### src/rtl/core/ira_pkg.sv
// Shared types, constants and widths for the infrared range averaging unit.
`default_nettype none
package ira_pkg;

  localparam int unsigned SampleW = 10;
  localparam int unsigned SumW    = 18;
  localparam int unsigned CountW  = 8;
  localparam int unsigned MmW     = 13;
  localparam int unsigned DvsW    = 14;
  localparam int unsigned CfgIdxW = 2;
  localparam int unsigned CfgW    = 8;

  localparam int unsigned DivSteps = SumW;
  localparam int unsigned DivCntW  = $clog2(DivSteps);

  localparam logic [CfgIdxW-1:0] CfgSensorModel = 2'd0;
  localparam logic [CfgIdxW-1:0] CfgNumAvg      = 2'd1;

  localparam logic [MmW-1:0] MmMax = 13'd4152;

  typedef enum logic [1:0] {
    ModelLong  = 2'd0,
    ModelMid   = 2'd1,
    ModelShort = 2'd2,
    ModelOff   = 2'd3
  } sensor_model_e;

  typedef struct packed {
    logic [SumW-1:0] dividend;
    logic [DvsW-1:0] divisor;
  } div_op_t;

endpackage
`default_nettype wire

### src/rtl/core/ira_div.sv
// Bit-serial restoring divider, one quotient bit per cycle.
`default_nettype none
module ira_div
  import ira_pkg::*;
(
  input  wire logic            clk_i,
  input  wire logic            rst_ni,
  input  wire logic            start_i,
  input  wire div_op_t         op_i,
  output logic                 busy_o,
  output logic                 done_o,
  output logic [SumW-1:0]      quot_o
);

  logic               busy_q;
  logic               done_q;
  logic [DivCntW-1:0] cnt_q;
  logic [DvsW-1:0]    rem_q;
  logic [DvsW-1:0]    dvs_q;
  logic [SumW-1:0]    quo_q;

  logic [DvsW:0]      trial;
  logic [DvsW+1:0]    diff;
  logic               borrow;

  assign trial  = {rem_q, quo_q[SumW-1]};
  assign diff   = {1'b0, trial} - {2'b00, dvs_q};
  assign borrow = diff[DvsW+1];

  always_ff @(posedge clk_i or negedge rst_ni) begin
    if (!rst_ni) begin
      busy_q <= 1'b0;
      done_q <= 1'b0;
      cnt_q  <= '0;
    end else begin
      done_q <= !start_i && busy_q && (cnt_q == DivCntW'(DivSteps - 1));
      if (start_i) begin
        busy_q <= 1'b1;
        cnt_q  <= '0;
      end else if (busy_q) begin
        cnt_q <= cnt_q + 1'b1;
        if (cnt_q == DivCntW'(DivSteps - 1)) begin
          busy_q <= 1'b0;
        end
      end
    end
  end

  always_ff @(posedge clk_i) begin
    if (start_i) begin
      quo_q <= op_i.dividend;
      dvs_q <= op_i.divisor;
      rem_q <= '0;
    end else if (busy_q) begin
      quo_q <= {quo_q[SumW-2:0], ~borrow};
      rem_q <= borrow ? trial[DvsW-1:0] : diff[DvsW-1:0];
    end
  end

  assign busy_o = busy_q;
  assign done_o = done_q;
  assign quot_o = quo_q;

endmodule
`default_nettype wire

### src/rtl/core/ira_curve.sv
// Sensor curve operand setup and quotient-to-millimetre scaling.
`default_nettype none
module ira_curve
  import ira_pkg::*;
(
  input  wire sensor_model_e    model_i,
  input  wire logic [SampleW-1:0] mean_i,
  input  wire logic [SumW-1:0]  quot_i,
  output div_op_t               op_o,
  output logic [MmW-1:0]        mm_o
);

  logic [SampleW-1:0] v_long;
  logic [SampleW-1:0] v_mid;
  logic [SampleW-1:0] v_short;
  logic [SumW-1:0]    v_ext;
  logic [SumW-1:0]    v_x11;
  logic [DvsW-1:0]    v_x10;
  logic [MmW-1:0]     q_x10;

  always_comb begin
    v_long  = (mean_i < SampleW'(70)) ? SampleW'(70) : mean_i;
    v_mid   = (mean_i < SampleW'(30)) ? SampleW'(30) : mean_i;
    v_short = (mean_i < SampleW'(16)) ? SampleW'(16) : mean_i;
    v_ext   = SumW'(v_long);
    v_x11   = (v_ext << 3) + (v_ext << 1) + v_ext;
    v_x10   = DvsW'((v_ext << 3) + (v_ext << 1));
    q_x10   = (MmW'(quot_i[7:0]) << 3) + (MmW'(quot_i[7:0]) << 1);

    unique case (model_i)
      ModelLong: begin
        op_o.dividend = SumW'(127773) - v_x11;
        op_o.divisor  = v_x10;
        mm_o          = q_x10;
      end
      ModelMid: begin
        op_o.dividend = SumW'(67870);
        op_o.divisor  = DvsW'(v_mid) - DvsW'(3);
        mm_o          = quot_i[MmW-1:0] - MmW'(40);
      end
      ModelShort: begin
        op_o.dividend = SumW'(20760);
        op_o.divisor  = DvsW'(v_short) - DvsW'(11);
        mm_o          = quot_i[MmW-1:0];
      end
      default: begin
        op_o.dividend = '0;
        op_o.divisor  = DvsW'(1);
        mm_o          = '0;
      end
    endcase
  end

endmodule
`default_nettype wire

### src/rtl/core/ir_range_average_to_distance_unit.sv
// Top level: sample averaging and reciprocal distance conversion.
// An item that does not complete an average is added to the running sum and count.
// An item that completes an average makes two passes of the 18-step bit-serial divider
// (mean, then the curve) before its result is loaded into the output register.
// A new item is taken once the result is in the output register.
// Reset clears the sum, the count and the output valid; the model resets to long range,
// the average length to one.
`default_nettype none
module ir_range_average_to_distance_unit
  import ira_pkg::*;
(
  input  wire logic               clk_i,
  input  wire logic               rst_ni,
  input  wire logic               cfg_we_i,
  input  wire logic [CfgIdxW-1:0] cfg_index_i,
  input  wire logic [CfgW-1:0]    cfg_data_i,
  input  wire logic               in_valid_i,
  output logic                    in_ready_o,
  input  wire logic [SampleW-1:0] adc_sample_i,
  output logic                    out_valid_o,
  input  wire logic               out_ready_i,
  output logic [MmW-1:0]          distance_mm_o
);

  typedef enum logic [2:0] {
    StIdle,
    StMean,
    StPrep,
    StCurve,
    StOut
  } state_e;

  state_e            state_q;
  sensor_model_e     model_q;
  logic [CountW-1:0] num_avg_q;
  logic [SumW-1:0]   sum_q;
  logic [CountW-1:0] count_q;
  logic              div_start_q;
  div_op_t           div_op_q;
  logic [SampleW-1:0] mean_q;
  logic [SumW-1:0]   quot_q;
  logic              out_valid_q;
  logic [MmW-1:0]    mm_q;

  logic [SumW-1:0]   sum_d;
  logic [CountW-1:0] count_d;
  logic              in_fire;
  logic              emit;
  logic              div_busy;
  logic              div_done;
  logic [SumW-1:0]   div_quot;
  div_op_t           curve_op;
  logic [MmW-1:0]    curve_mm;

  assign in_ready_o = (state_q == StIdle);
  assign in_fire    = in_valid_i && in_ready_o;
  assign sum_d      = sum_q + SumW'(adc_sample_i);
  assign count_d    = count_q + 1'b1;
  assign emit       = (count_d != '0) && (count_d >= num_avg_q);

  ira_div u_div (
    .clk_i   (clk_i),
    .rst_ni  (rst_ni),
    .start_i (div_start_q),
    .op_i    (div_op_q),
    .busy_o  (div_busy),
    .done_o  (div_done),
    .quot_o  (div_quot)
  );

  ira_curve u_curve (
    .model_i (model_q),
    .mean_i  (mean_q),
    .quot_i  (quot_q),
    .op_o    (curve_op),
    .mm_o    (curve_mm)
  );

  always_ff @(posedge clk_i or negedge rst_ni) begin
    if (!rst_ni) begin
      state_q     <= StIdle;
      model_q     <= ModelLong;
      num_avg_q   <= CountW'(1);
      sum_q       <= '0;
      count_q     <= '0;
      div_start_q <= 1'b0;
      out_valid_q <= 1'b0;
    end else begin
      div_start_q <= (state_q == StPrep) || (in_fire && emit);
      if (cfg_we_i) begin
        unique case (cfg_index_i)
          CfgSensorModel: model_q   <= sensor_model_e'(cfg_data_i[1:0]);
          CfgNumAvg:      num_avg_q <= cfg_data_i;
          default: ;
        endcase
      end
      if (state_q == StOut && (!out_valid_q || out_ready_i)) begin
        out_valid_q <= 1'b1;
      end else if (out_valid_q && out_ready_i) begin
        out_valid_q <= 1'b0;
      end
      unique case (state_q)
        StIdle: begin
          if (in_fire) begin
            if (emit) begin
              div_op_q    <= '{dividend: sum_d, divisor: DvsW'(count_d)};
              sum_q       <= '0;
              count_q     <= '0;
              state_q     <= StMean;
            end else begin
              sum_q   <= sum_d;
              count_q <= count_d;
            end
          end
        end
        StMean: begin
          if (div_done) begin
            mean_q  <= div_quot[SampleW-1:0];
            state_q <= StPrep;
          end
        end
        StPrep: begin
          div_op_q    <= curve_op;
          state_q     <= StCurve;
        end
        StCurve: begin
          if (div_done) begin
            quot_q  <= div_quot;
            state_q <= StOut;
          end
        end
        StOut: begin
          if (!out_valid_q || out_ready_i) begin
            mm_q        <= curve_mm;
            state_q     <= StIdle;
          end
        end
        default: state_q <= StIdle;
      endcase
    end
  end

  assign out_valid_o   = out_valid_q;
  assign distance_mm_o = mm_q;

  a_done_in_wait: assert property (@(posedge clk_i) disable iff (!rst_ni)
    div_done |-> (state_q == StMean || state_q == StCurve))
    else $error("divider finished outside a wait state");

  a_idle_not_busy: assert property (@(posedge clk_i) disable iff (!rst_ni)
    (state_q == StIdle) |-> !div_busy)
    else $error("divider busy while idle");

  a_emit_starts: assert property (@(posedge clk_i) disable iff (!rst_ni)
    (in_fire && emit) |=> (state_q == StMean && div_start_q && count_q == '0))
    else $error("completed average did not start the mean division");

  a_mm_range: assert property (@(posedge clk_i) disable iff (!rst_ni)
    out_valid_o |-> (distance_mm_o <= MmMax))
    else $error("distance out of range");

endmodule
`default_nettype wire
### config.mk
export PLATFORM = sky130hd
export DESIGN_NAME = ir_range_average_to_distance_unit
export DESIGN_NICKNAME = d
export VERILOG_FILES = /design/src/rtl/core/ira_pkg.sv /design/src/rtl/core/ira_div.sv /design/src/rtl/core/ira_curve.sv /design/src/rtl/core/ir_range_average_to_distance_unit.sv
export SDC_FILE = /design/constraint.sdc
export NUM_CORES = 1
export LEC_CHECK = 0
export BUFFER_PORTS_ARGS = -buffer_cell sky130_fd_sc_hd__buf_2
export CORE_AREA = 2 2 156 158
export CTS_CLUSTER_SIZE = 24
export DETAILED_ROUTE_END_ITERATION = 7
export DIE_AREA = 0 0 158 160
export HOLD_SLACK_MARGIN = 0.1
export SETUP_SLACK_MARGIN = 0.5
export SYNTH_ARGS = -nofsm -noshare
export SYNTH_HDL_FRONTEND = slang
export SYNTH_SLANG_ARGS = --single-unit
### constraint.sdc
create_clock -name clk_i -period 5.9 [get_ports clk_i]
set_input_delay 1.18 -clock clk_i [delete_from_list [all_inputs] [get_ports clk_i]]
set_output_delay 1.18 -clock clk_i [all_outputs]
set_load 0.05 [all_outputs]
Word-level counts from Yosys, hierarchy flattened:

Index checks and enable logic that the tools add are counted.

* flip-flop bits (word level): 162
* word-level logic and storage cells: 99
* output and inout port bits: 15
* input bits: 25

* reduce and logical (&&, ||, !) cells: 26
* eq/ne operators: 13
* bitwise gates (word level): 1
* $lt $le $gt $ge: 4
* add/sub/neg operators: 11
* multiplexer cells: 26

Operators by type and width (count)
* $pmux 32 s3: 1
* $mux 32: 2
* $pmux 32 s2: 1
* $mux 18: 3
* $pmux 13 s3: 1
* $add 18x10->18: 2
* $mux 10: 3
* $lt 10x5->1 const B: 2
* $sub 17x18->18 const A: 1
* $sub 15x14->16: 1
* $mux 3: 5
* $pmux 3 s5: 1
* $add 13x11->14: 1
* $mux 14: 1
* $sub 13x6->13 const B: 1
* $add 11x9->12: 1
* $sub 10x2->11 const B: 1
* $sub 10x4->11 const B: 1
* $lt 10x7->1 const B: 1
* $mux 5: 2
* $ne 2x1->1 const B: 5
* $reduce_and 3->1: 3
* $add 8x1->8 const B: 1
* $ge 8x8->1: 1
* 20 further kinds: 39

Depth between registers and ports, before layout:

Gate-level depths: netlist of the first run.

* depth in word-level cells: 7
* gate-level depth with buffers: 20
* mapped depth without buffers: 19

Hierarchy:

Synthesis of the first run repeated with hierarchy kept, for this count alone.

* cell total of the unflattened synthesis: 1114
* area total of the unflattened synthesis: 10900.5 µm²

By module, submodules not included
* ir_range_average_to_distance_unit: area each 5272.6 µm², sequential area each 3219.3 µm², cells an instance 416, times used 1
* ira_div: area each 2902.8 µm², sequential area each 1416.4 µm², cells an instance 273, times used 1
* ira_curve: area each 2725.1 µm², sequential area each 0.0 µm², cells an instance 425, times used 1

Worst setup path after synthesis of the first run:

Ideal clock, no wire load.

* path kind: flip-flop to flip-flop
* start point: register mean_q[7]
* end point: register div_op_q[28] in the netlist's numbering, data pin
* stages on the path, launching flop included: 21
* path buffers: 1
* clock period less this slack: 4615 ps
* required time: 5644 ps
* arrival time: 4359 ps
* path slack: 1285 ps
* library setup time: 256 ps
* cells stage by stage: edfxtp_1 > buf_6 > or3_2 > a21oi_1 > nor2b_1 > ha_1 > fa_1 > a21o_1 > o211ai_2 > o21ai_1 > a21oi_1 > xor2_1 > ha_1 > inv_1 > ha_1 > a21o_1 > a21o_1 > a21oi_1 > o21ai_0 > a2111o_1 > o211a_1

* longest elaborated chain between the ends: 7

RTL lines
* start: declaration: line ir_range_average_to_distance_unit.sv:40 `logic [SampleW-1:0] mean_q;`
* start signal: assignment: line ir_range_average_to_distance_unit.sv:118 `mean_q <= div_quot[SampleW-1:0];`
* $lt 10x7->1: line ira_curve.sv:22 `v_long = (mean_i < SampleW'(70)) ? SampleW'(70) : mean_i;`
* $mux 10 (*): line ira_curve.sv:22
* $add 13x11->14: line ira_curve.sv:26 `v_x11 = (v_ext << 3) + (v_ext << 1) + v_ext;`
* $add 18x10->18 (*): line ira_curve.sv:26
* $sub 17x18->18 (*): line ira_curve.sv:32 `op_o.dividend = SumW'(127773) - v_x11;`
* $pmux 32 s3 (*): line ira_curve.sv:30 `unique case (model_i)`
* $pmux 32 s2 (*): line ir_range_average_to_distance_unit.sv:102 `unique case (state_q)`
* end signal: assignment: line ir_range_average_to_distance_unit.sv:106 `div_op_q <= '{dividend: sum_d, divisor: DvsW'(count_d)};`
* end signal: assignment: line ir_range_average_to_distance_unit.sv:123 `div_op_q <= curve_op;`
* end: declaration: line ir_range_average_to_distance_unit.sv:39 `div_op_t div_op_q;`

Every way passes the cells marked *; elsewhere a longest branch is shown, timed or not.
A chain may end at the register's enable or synchronous reset.

Worst setup path in the final report of the first run:

* start point: register mean_q[9]
* end point: register div_op_q[28] in the netlist's numbering, data pin

The elaborated chain is that of the path after synthesis.

==> results_dict.tcl, run 1 <==
set metrics [dict create \
    yosysWarnings 0 \
    critPathTopFamily "compound AO/OA/AOI/OAI gates" \
    wl_per_cell_um 18.92 \
    cts_buffer_depth 2 \
    clk_pin_slew_ns 0.07 \
    timing.rr.end "div_op_q[28]$_DFFE_PP_" \
    ff2ff_path_depth 20 \
    netlist_area_sq_um 10410 \
    die-area_sq_um 25280 \
    worst_slew_pin_slew_ns 1.166 \
    synth_top_flop_cell "edfxtp_1" \
    grt_pass1_vias 7917 \
    firstDrtPassIters 6 \
    grt_max_degree 54 \
    synth_fp_nets 1165 \
    slew_headroom_pct 21.97 \
    synthesis.instances 1063 \
    slowest_delay_ns 0.45 \
    fp.dieH_um 160 \
    avgSynthCellArea_sq_um 9.794 \
    wirelength_um 27150 \
    grt_overflow_total 0 \
    rsz0062_at_grt "no" \
    finClkSkew_ns 0.01176 \
    cts_buffers 17 \
    max-vdd-ir-drop_mv 0.2594 \
    r2r_slack_ns 0.81 \
    die_w_um 158 \
    drt_iter0_markers 704 \
    hold_path_class "reg -> reg" \
    period_share_pct 86.24 \
    start_kind "flop" \
    start_util_pct 43.71 \
    vias_per_cell 5.774 \
    power.leakage_nw 4.730 \
    rows 57 \
    core-area_sq_um 23820 \
    crit_path_max_fanout 16 \
    cts_num_sinks 162 \
    io_buffers 39 \
    hpwlAfterDp_um 19730 \
    drc_errors 0 \
    grt_usage_pct 22.24 \
    crit_path_end "div_op_q[28]$_DFFE_PP_" \
    postRouteAntennaNets 0 \
    path_buf_inv 2 \
    path_class "reg -> reg" \
    ctsRootBufferMaster "clkbuf_16" \
    reg2reg_from "mean_q[9]$_DFFE_PP_" \
    cts_tree "yes" \
    vias 8285 \
    ys_types 79 \
    status "finished, final reports clean" \
    worstSkewPairLatency_ns 0.44 \
    setup_viol_count_final 0 \
    routabilityCongestion 0.9297 \
    most-common-layout-cells "edfxtp_1, nor2_1, nand2_1, o21ai_0, ha_1" \
    max_cap_viol_count 0 \
    synth-edff-count 100 \
    yosysSeqAreaShare_pct 43.08 \
    critical_path_depth 20 \
    max_freq_mhz 196.5 \
    finalNonFillerCells 1435 \
    final_common_cell "edfxtp_1" \
    async_flop_share_pct 29.63 \
    worstSetupStartpoint "mean_q[9]$_DFFE_PP_" \
    crit_slowest_cell "or3_2" \
    synthToLayoutAreaGrowth_pct 10.94 \
    io_pins 40 \
    power_density_nw_per_um2 421.5 \
    setup_tns_ns 0 \
    maxSlewViolCount 0 \
    grt_first_pass_wirelength_um 43570 \
    cp_cell_sequence "buf_4 > or3_2 > a21oi_1 > nor2b_1 > ha_1 > fa_1 > a21o_1 > o211ai_2 > o21ai_1 > a21oi_1 > xor2_1 > ha_1 > inv_1 > ha_1 > a21o_1 > a21o_1 > a21oi_1 > o21ai_0 > a2111o_1 > o211a_1" \
    holdWs_ns 0.4178 \
    place_inst 1396 \
    end_kind "flop" \
    crit_required_ns 6.10 \
    finalHoldViolations 0 \
    period_needed_ns 5.088 \
    antenna_found_initial 2 \
    fin_nets 1198 \
    yosys_register_bits 162 \
    fin_util_pct 48.49 \
    cp.arrival_ns 5.28 \
    htreeDepth 4 \
    drive_above_1_share_pct 12.62 \
]
[area by class of cell]
cell class	instances	area [sq um]
Timing Repair Buffer	60	352.8
Clock buffer	18	450.4
Inverter	71	266.5
Sequential cell	162	4487
Multi-Input combinational cell	784	5456
Tap cell	324	405.4
Fill cell	2279	12270
Antenna cell	2	5.005
Clock inverter	14	126.4
[worst reg2reg max path, stage by stage, from the launching register on]
cell and delay, ns:
edfxtp_1 0.36, buf_4 0.20, or3_2 0.45, a21oi_1 0.27
nor2b_1 0.16, ha_1 0.24, fa_1 0.44, a21o_1 0.19
o211ai_2 0.09, o21ai_1 0.11, a21oi_1 0.26, xor2_1 0.23
ha_1 0.27, inv_1 0.06, ha_1 0.26, a21o_1 0.21
a21o_1 0.18, a21oi_1 0.13, o21ai_0 0.16, a2111o_1 0.45
o211a_1 0.11
[sequential cells by signal, summed over array words and instances (netlist names)]
signal / count
u_div.dvs_q: 14
div_start_q: 1
div_op_q: 32
sum_q: 18
distance_mm_o: 13
u_div.done_o: 1
num_avg_q: 8
u_div.quot_o: 18
quot_q: 13
mean_q: 10
state_q: 3
model_q: 2
u_div.cnt_q: 5
u_div.busy_o: 1
count_q: 8
out_valid_o: 1
u_div.rem_q: 14
[cell usage after synthesis (6+ instances only)]
| master | instances | area share (%) |
|---|---|---|
| a22oi_1 | 14 | 1.0 |
| nand2b_1 | 16 | 0.96 |
| nor2b_1 | 10 | 0.60 |
| buf_1 | 6 | 0.22 |
| and2_1 | 10 | 0.60 |
| inv_1 | 70 | 2.5 |
| o21bai_1 | 12 | 0.87 |
| o21a_1 | 12 | 0.87 |
| a211oi_1 | 7 | 0.50 |
| edfxtp_1 | 100 | 29 |
| a22o_1 | 9 | 0.76 |
| and3_1 | 11 | 0.66 |
| xor2_1 | 24 | 2.0 |
| o211ai_1 | 10 | 0.72 |
| clkbuf_1 | 30 | 1.1 |
| nor2_1 | 88 | 3.2 |
| dfrtp_1 | 47 | 11 |
| nand3_1 | 29 | 1.4 |
| a311oi_1 | 8 | 0.67 |
| nor3_1 | 29 | 1.4 |
| a21o_1 | 19 | 1.4 |
| nand2_1 | 76 | 2.7 |
| mux2_2 | 26 | 2.8 |
| xnor2_1 | 40 | 3.4 |
| ha_1 | 72 | 8.7 |
| nor4_1 | 9 | 0.54 |
| dfxtp_1 | 14 | 2.7 |
| or2_2 | 7 | 0.42 |
| or3_1 | 12 | 0.72 |
| buf_2 | 7 | 0.34 |
| a21oi_1 | 42 | 2.0 |
| a31oi_1 | 7 | 0.42 |
| o22ai_1 | 11 | 0.66 |
| o21ai_0 | 76 | 3.7 |
| nand4_1 | 6 | 0.36 |
[through the flow]
| stage | total power, mW | instance area (sq um) | setup slack, ns |
|---|---|---|---|
| final | 4.869 | 11550 | 0.8119 |
| after global routing | 5.196 | 11540 | 0.5183 |
| after CTS | 4.876 | 11510 | 0.7262 |
| after detailed placement | 3.758 | 10930 | 0.7416 |
| after global placement | 3.725 | 10930 | 0.9242 |
| after floorplan | 3.206 | 10410 | 1.285 |
[how the worst min path moves through the flow]
stage	start	end	slack, ns	depth (start not counted)
detailed placement	div_op_q[10]$_SDFFCE_PP0P_	u_div.dvs_q[10]$_DFFE_PP_	0.40	0
floorplan	div_op_q[0]$_DFFE_PP_	u_div.dvs_q[0]$_DFFE_PP_	0.40	0
global placement	div_op_q[13]$_SDFFCE_PP0P_	u_div.dvs_q[13]$_DFFE_PP_	0.40	0
CTS	div_op_q[13]$_SDFFCE_PP0P_	u_div.dvs_q[13]$_DFFE_PP_	0.42	0
finish	div_op_q[13]$_SDFFCE_PP0P_	u_div.dvs_q[13]$_DFFE_PP_	0.42	0
global route	div_op_q[8]$_SDFFCE_PP0P_	u_div.dvs_q[8]$_DFFE_PP_	0.42	0
[routing by layer]
layer / part of all wire, % / vias to the layer above / GRT usage [%]
li1: - / 4006 / -
met1: 47 / 3988 / 32.62
met2: 45 / 257 / 33.30
met3: 5.9 / 34 / 3.772
met4: 2.5 / 0 / 7.576
met5: 0 / - / 0
[report_power, final]
| group | total [mW] | internal, mW | switching [mW] |
|---|---|---|---|
| combinational | 1.97 | 0.809 | 1.16 |
| sequential | 1.79 | 1.58 | 0.215 |
| clock | 1.11 | 0.584 | 0.523 |
| total | 4.87 | 2.97 | 1.90 |
[repair_timing]
item                       in CTS  in global routing
hold buffers                    0                  0
setup buffers                   0                  5
gates resized for setup         0                  0
setup endpoints to repair       0                  2
[cells by family after synthesis]
logic type                 synth area share, %
DFF                                      43.08
buffers and inverters                    4.507
muxes                                    3.293
xor gates and xnor gates                 5.384
and+or+nand+nor                          14.97
adders and majority gates                9.614
AOI/OAI and AO/OA                        19.14
Note: power is estimated with default switching activity, not from simulation.
==> inputs of run 2 (changes only) <==
Settings changed: CORE_AREA 2 2 156 158 to 3 3 157 159, DIE_AREA 0 0 158 160 to 0 0 160 162.
==> results_dict.tcl, run 2 (synthesized netlist as in run 1, its figures left out) <==
set metrics [dict create \
    status "finished, final reports clean" \
    n_antenna_cell 0 \
    io_buffers 39 \
    wl_per_cell_um 18.38 \
    max_freq_mhz 195.5 \
    crit_top_cell "ha_1" \
    drt_iter0_markers 684 \
    crit_path_max_fanout 10 \
    p_total_mw 4.842 \
    core-area_sq_um 23400 \
    cp_cell_sequence "or3_2 > a21oi_1 > nor2b_1 > ha_1 > fa_1 > a21o_1 > o211ai_2 > o21bai_1 > xor2_1 > ha_1 > ha_1 > or4_1 > o22ai_1 > o21ai_0 > a2111o_1 > o211a_1" \
    p_int_mw 2.981 \
    synthToLayoutAreaGrowth_pct 10.52 \
    vias 8117 \
    vias_per_cell 5.700 \
    pwr-share-seq_pct 37.7 \
    hold_buffers 0 \
    finClkSkew_ns 0.01105 \
    final_common_cell "edfxtp_1" \
    regMostFlops "div_op_q" \
    largest_reg_flops 32 \
    slew_headroom_pct 21.40 \
    worst_slew_pin_slew_ns 1.175 \
    power_density_nw_per_um2 420.8 \
    hold_path_class "reg -> reg" \
    end_kind "flop" \
    post_cts.repair.setup_buffers 0 \
    cts_buffer_depth 2 \
    power.leakage_nw 4.710 \
    slowest_delay_ns 0.55 \
    start_kind "flop" \
    grt_overflow_total 0 \
    rows 56 \
    grt_first_pass_wirelength_um 42460 \
    crit_slowest_cell "edfxtp_1" \
    max_cap_viol_count 0 \
    finalHoldViolations 0 \
    swShare_pct 38.43 \
    clockPowerShare_pct 22.8 \
    fp.dieH_um 162 \
    antenna_found_initial 0 \
    clk_pin_slew_ns 0.07 \
    start_util_pct 44.49 \
    setup_viol_count_final 0 \
    period_share_pct 86.71 \
    drc_errors 0 \
    maxSlewViolCount 0 \
    fin_nets 1194 \
    htreeDepth 4 \
    wirelength_um 26180 \
    path_class "reg -> reg" \
    postRouteAntennaNets 0 \
    nFillCells 2259 \
    hpwlAfterDp_um 19100 \
    die_w_um 160 \
    pwr-share-comb_pct 39.5 \
    p_sw_mw 1.861 \
    ctsRootBufferMaster "clkbuf_16" \
    rsz0062_at_grt "no" \
    routabilityCongestion 0.9233 \
    setup_tns_ns 0 \
    grt_max_degree 54 \
    cts_resized 0 \
    cts_num_sinks 162 \
    grt_pass1_vias 7885 \
    cts_tree "yes" \
    grt_usage_pct 20.55 \
    cts_buffers 17 \
    most-common-layout-cells "edfxtp_1, nor2_1, nand2_1, o21ai_0, ha_1" \
    drive_above_1_share_pct 12.31 \
    io_pins 40 \
    period_needed_ns 5.116 \
    worstSkewPairLatency_ns 0.43 \
    die-area_sq_um 25920 \
    max-vdd-ir-drop_mv 0.2503 \
    cp.arrival_ns 5.30 \
    crit_required_ns 6.08 \
    firstDrtPassIters 5 \
]
run 2: final timing paths:
| check | slack [ns] | startpoint | cells past startpoint | to |
|---|---|---|---|---|
| min in group asynchronous | 0.85 | rst_ni | 2 | sum_q[9]$_DFFE_PN0P_ |
| max in group asynchronous | 4.55 | rst_ni | 2 | div_start_q$_DFF_PN0_ |
| max | 0.78 | mean_q[7]$_DFFE_PP_ | 16 | div_op_q[28]$_DFFE_PP_ |
| min | 0.42 | div_op_q[12]$_SDFFCE_PP0P_ | 0 | u_div.dvs_q[12]$_DFFE_PP_ |
| min reg2reg | 0.42 | div_op_q[12]$_SDFFCE_PP0P_ | 0 | u_div.dvs_q[12]$_DFFE_PP_ |
| max reg2reg | 0.78 | mean_q[7]$_DFFE_PP_ | 16 | div_op_q[28]$_DFFE_PP_ |
run 2: worst max-delay path: cells and delay by family, from the launching register on:
| family | cells | cell delay [ns] |
|---|---|---|
| flops | 1 | 0.55 |
| xor+xnor | 1 | 0.22 |
| compound gates | 8 | 1.70 |
| fa+ha+maj | 4 | 1.17 |
| simple gates | 3 | 1.22 |
run 2: final cells by class:
cell class	instances	area (sq um)	area share, %
clock buffer	17	425.4	3.697
clock inverter	15	148.9	1.294
inverter	71	266.5	2.316
multi-input combinational	784	5456	47.42
sequential	162	4487	39.00
tap	319	399.1	3.469
timing repair buffer	56	322.8	2.806
run 2: power groups by stage:
stage          logic, mW  registers, mW  clock network (mW)
2_1_floorplan       1.48           1.73                   0
5_1_grt             2.16           1.86                1.16
3_5_place_dp        1.90           1.84                   0
3_3_place_gp        1.88           1.84                   0
6_report            1.91           1.83                1.10
4_1_cts             1.91           1.82                1.12
run 2: per-stage QoR:
step / worst slack [ns] / hold slack, ns / area (sq um) / util, % / instances
after floorplan: 1.285 / 0.4003 / 10410 / - / 1063
after detailed placement: 0.8500 / 0.4056 / 10930 / 46.71 / 1392
after global placement: 0.9180 / 0.4034 / 10930 / 46.71 / 1392
after CTS: 0.8181 / 0.4188 / 11510 / 49.17 / 1424
final: 0.7842 / 0.4170 / 11510 / 49.17 / 1424
after global routing: 0.5098 / 0.4229 / 11510 / 49.17 / 1424
run 2: per-layer routing:
metal  share of wire [%]  global-route usage (%)  vias to the layer above
li1                    -                       -                     3986
met1                  48                   28.92                     3886
met2                  45                   31.93                      213
met3                 5.3                   4.310                       32
met4                 1.9                   6.588                        0
met5                   0                       0                        -
==> inputs of run 3 (changes only) <==
Settings changed: CORE_AREA 3 3 157 159 to 3 3 158 160, DIE_AREA 0 0 160 162 to 0 0 161 163.
==> results_dict.tcl, run 3 (synthesized netlist as in run 1, its figures left out) <==
set metrics [dict create \
    firstDrtPassIters 7 \
    finalNonFillerCells 1424 \
    drc_errors 0 \
    wirelength_um 25980 \
    vias 8126 \
    grt_max_degree 54 \
    routabilityCongestion 0.9162 \
    die_w_um 161 \
    postRouteAntennaNets 0 \
    finClkSkew_ns 0.01075 \
    crit_path_max_fanout 13 \
    grt_first_pass_wirelength_um 41860 \
    regMostFlops "div_op_q" \
    slew_headroom_pct 21.37 \
    cts_num_sinks 162 \
    clockPowerShare_pct 23.8 \
    cp_cell_sequence "a2111o_1 > a21oi_2 > nor2b_1 > ha_1 > fa_1 > a21o_1 > o211ai_2 > o21bai_1 > xor2_1 > ha_1 > ha_1 > or4_1 > o22ai_1 > o21ai_0 > a2111o_1 > o211a_1" \
    drt_iter0_markers 767 \
    start_kind "flop" \
    cp.arrival_ns 5.18 \
    period_share_pct 84.68 \
    crit_slowest_cell "edfxtp_1" \
    grt_usage_pct 20.19 \
    antenna_found_initial 2 \
    htreeDepth 4 \
    drive_above_1_share_pct 12.31 \
    path_class "reg -> reg" \
    final_common_cell "edfxtp_1" \
    grt_pass1_vias 7652 \
    postPlaceCellArea_sq_um 10910 \
    setup_tns_ns 0 \
    max_freq_mhz 200.1 \
    rows 56 \
    clk_pin_slew_ns 0.07 \
    power.leakage_nw 4.721 \
    holdWs_ns 0.4102 \
    most-common-layout-cells "edfxtp_1, nor2_1, nand2_1, o21ai_0, ha_1" \
    io_buffers 39 \
    fp.dieH_um 163 \
    pwr-share-comb_pct 38.9 \
    start_util_pct 44.22 \
    p_sw_mw 1.828 \
    ctsRootBufferMaster "clkbuf_16" \
    vias_per_cell 5.706 \
    maxSlewViolCount 0 \
    wl_per_cell_um 18.25 \
    p_total_mw 4.892 \
    rsz0062_at_grt "no" \
    period_needed_ns 4.996 \
    status "finished, final reports clean" \
    p_int_mw 3.064 \
    place_inst 1389 \
    cts_tree "yes" \
    hold_path_class "reg -> reg" \
    worst_slew_pin_slew_ns 1.175 \
    fin_nets 1194 \
    cts_buffers 17 \
    largest_reg_flops 32 \
    end_kind "flop" \
    worstSkewPairLatency_ns 0.43 \
    cts_buffer_depth 2 \
    die-area_sq_um 26240 \
    final_area_sq_um 11560 \
    max-vdd-ir-drop_mv 0.2898 \
    n_antenna_cell 0 \
    crit_top_cell "ha_1" \
    grt_overflow_total 0 \
    pwr-share-seq_pct 37.3 \
    swShare_pct 37.37 \
    max_cap_viol_count 0 \
    setup_viol_count_final 0 \
    io_pins 40 \
    crit_required_ns 6.08 \
    synthToLayoutAreaGrowth_pct 11.00 \
    nFillCells 2272 \
    finalHoldViolations 0 \
    hold_buffers 0 \
    power_density_nw_per_um2 423.4 \
    slowest_delay_ns 0.61 \
    hpwlAfterDp_um 18980 \
    core-area_sq_um 23540 \
]
## run 3: area by class of cell
type	instances	area, sq um	area share (%)
timing repair buffer	56	322.8	2.793
tap	319	399.1	3.454
sequential	162	4487	38.83
multi-input combinational	784	5460	47.25
inverter	71	266.5	2.306
clock inverter	12	142.6	1.234
clock buffer	20	478.0	4.136
## run 3: worst max-delay path, delay by kind of cell (launching register included)
family	cells	cell delay (ns)
AOI/OAI and AO/OA	9	2.09
xor gates and xnor gates	1	0.22
adders and majority gates	4	1.17
DFF	1	0.61
and+or+nand+nor	2	0.67
## run 3: power groups by stage
stage,clock (mW),sequential (mW),combinational (mW)
6_report,1.16,1.83,1.90
5_1_grt,1.22,1.86,2.15
4_1_cts,1.19,1.82,1.90
3_5_place_dp,0,1.84,1.89
3_3_place_gp,0,1.84,1.87
2_1_floorplan,0,1.73,1.48
## run 3: worst paths after layout
path,to,slack (ns),cells past startpoint,startpoint
setup reg to reg,div_op_q[28]$_DFFE_PP_,0.90,16,mean_q[2]$_DFFE_PP_
hold / removal,u_div.dvs_q[10]$_DFFE_PP_,0.41,0,div_op_q[10]$_SDFFCE_PP0P_
min in group asynchronous,sum_q[3]$_DFFE_PN0P_,0.86,2,rst_ni
max in group asynchronous,div_start_q$_DFF_PN0_,4.54,2,rst_ni
setup / recovery,div_op_q[28]$_DFFE_PP_,0.90,16,mean_q[2]$_DFFE_PP_
hold reg to reg,u_div.dvs_q[10]$_DFFE_PP_,0.41,0,div_op_q[10]$_SDFFCE_PP0P_
## run 3: through the flow
step | util, % | worst slack (ns)
floorplan | - | 1.285
global placement | 46.34 | 0.9404
detailed placement | 46.34 | 0.8185
CTS | 48.97 | 0.8016
global route | 49.09 | 0.5624
finish | 49.09 | 0.9036
## run 3: routing by layer
layer / wire length, um / up-vias / GRT usage (%)
met2: 11450 / 248 / 30.58
met4: 578 / 4 / 6.023
met5: 27 / - / 0
met1: 12360 / 3861 / 29.51
li1: - / 3974 / -
met3: 1568 / 39 / 3.815
## run 3: what timing repair did
action | in CTS | in global routing
resized for setup | 0 | 1
setup buffers | 0 | 3
endpoints found under the setup margin | 0 | 1
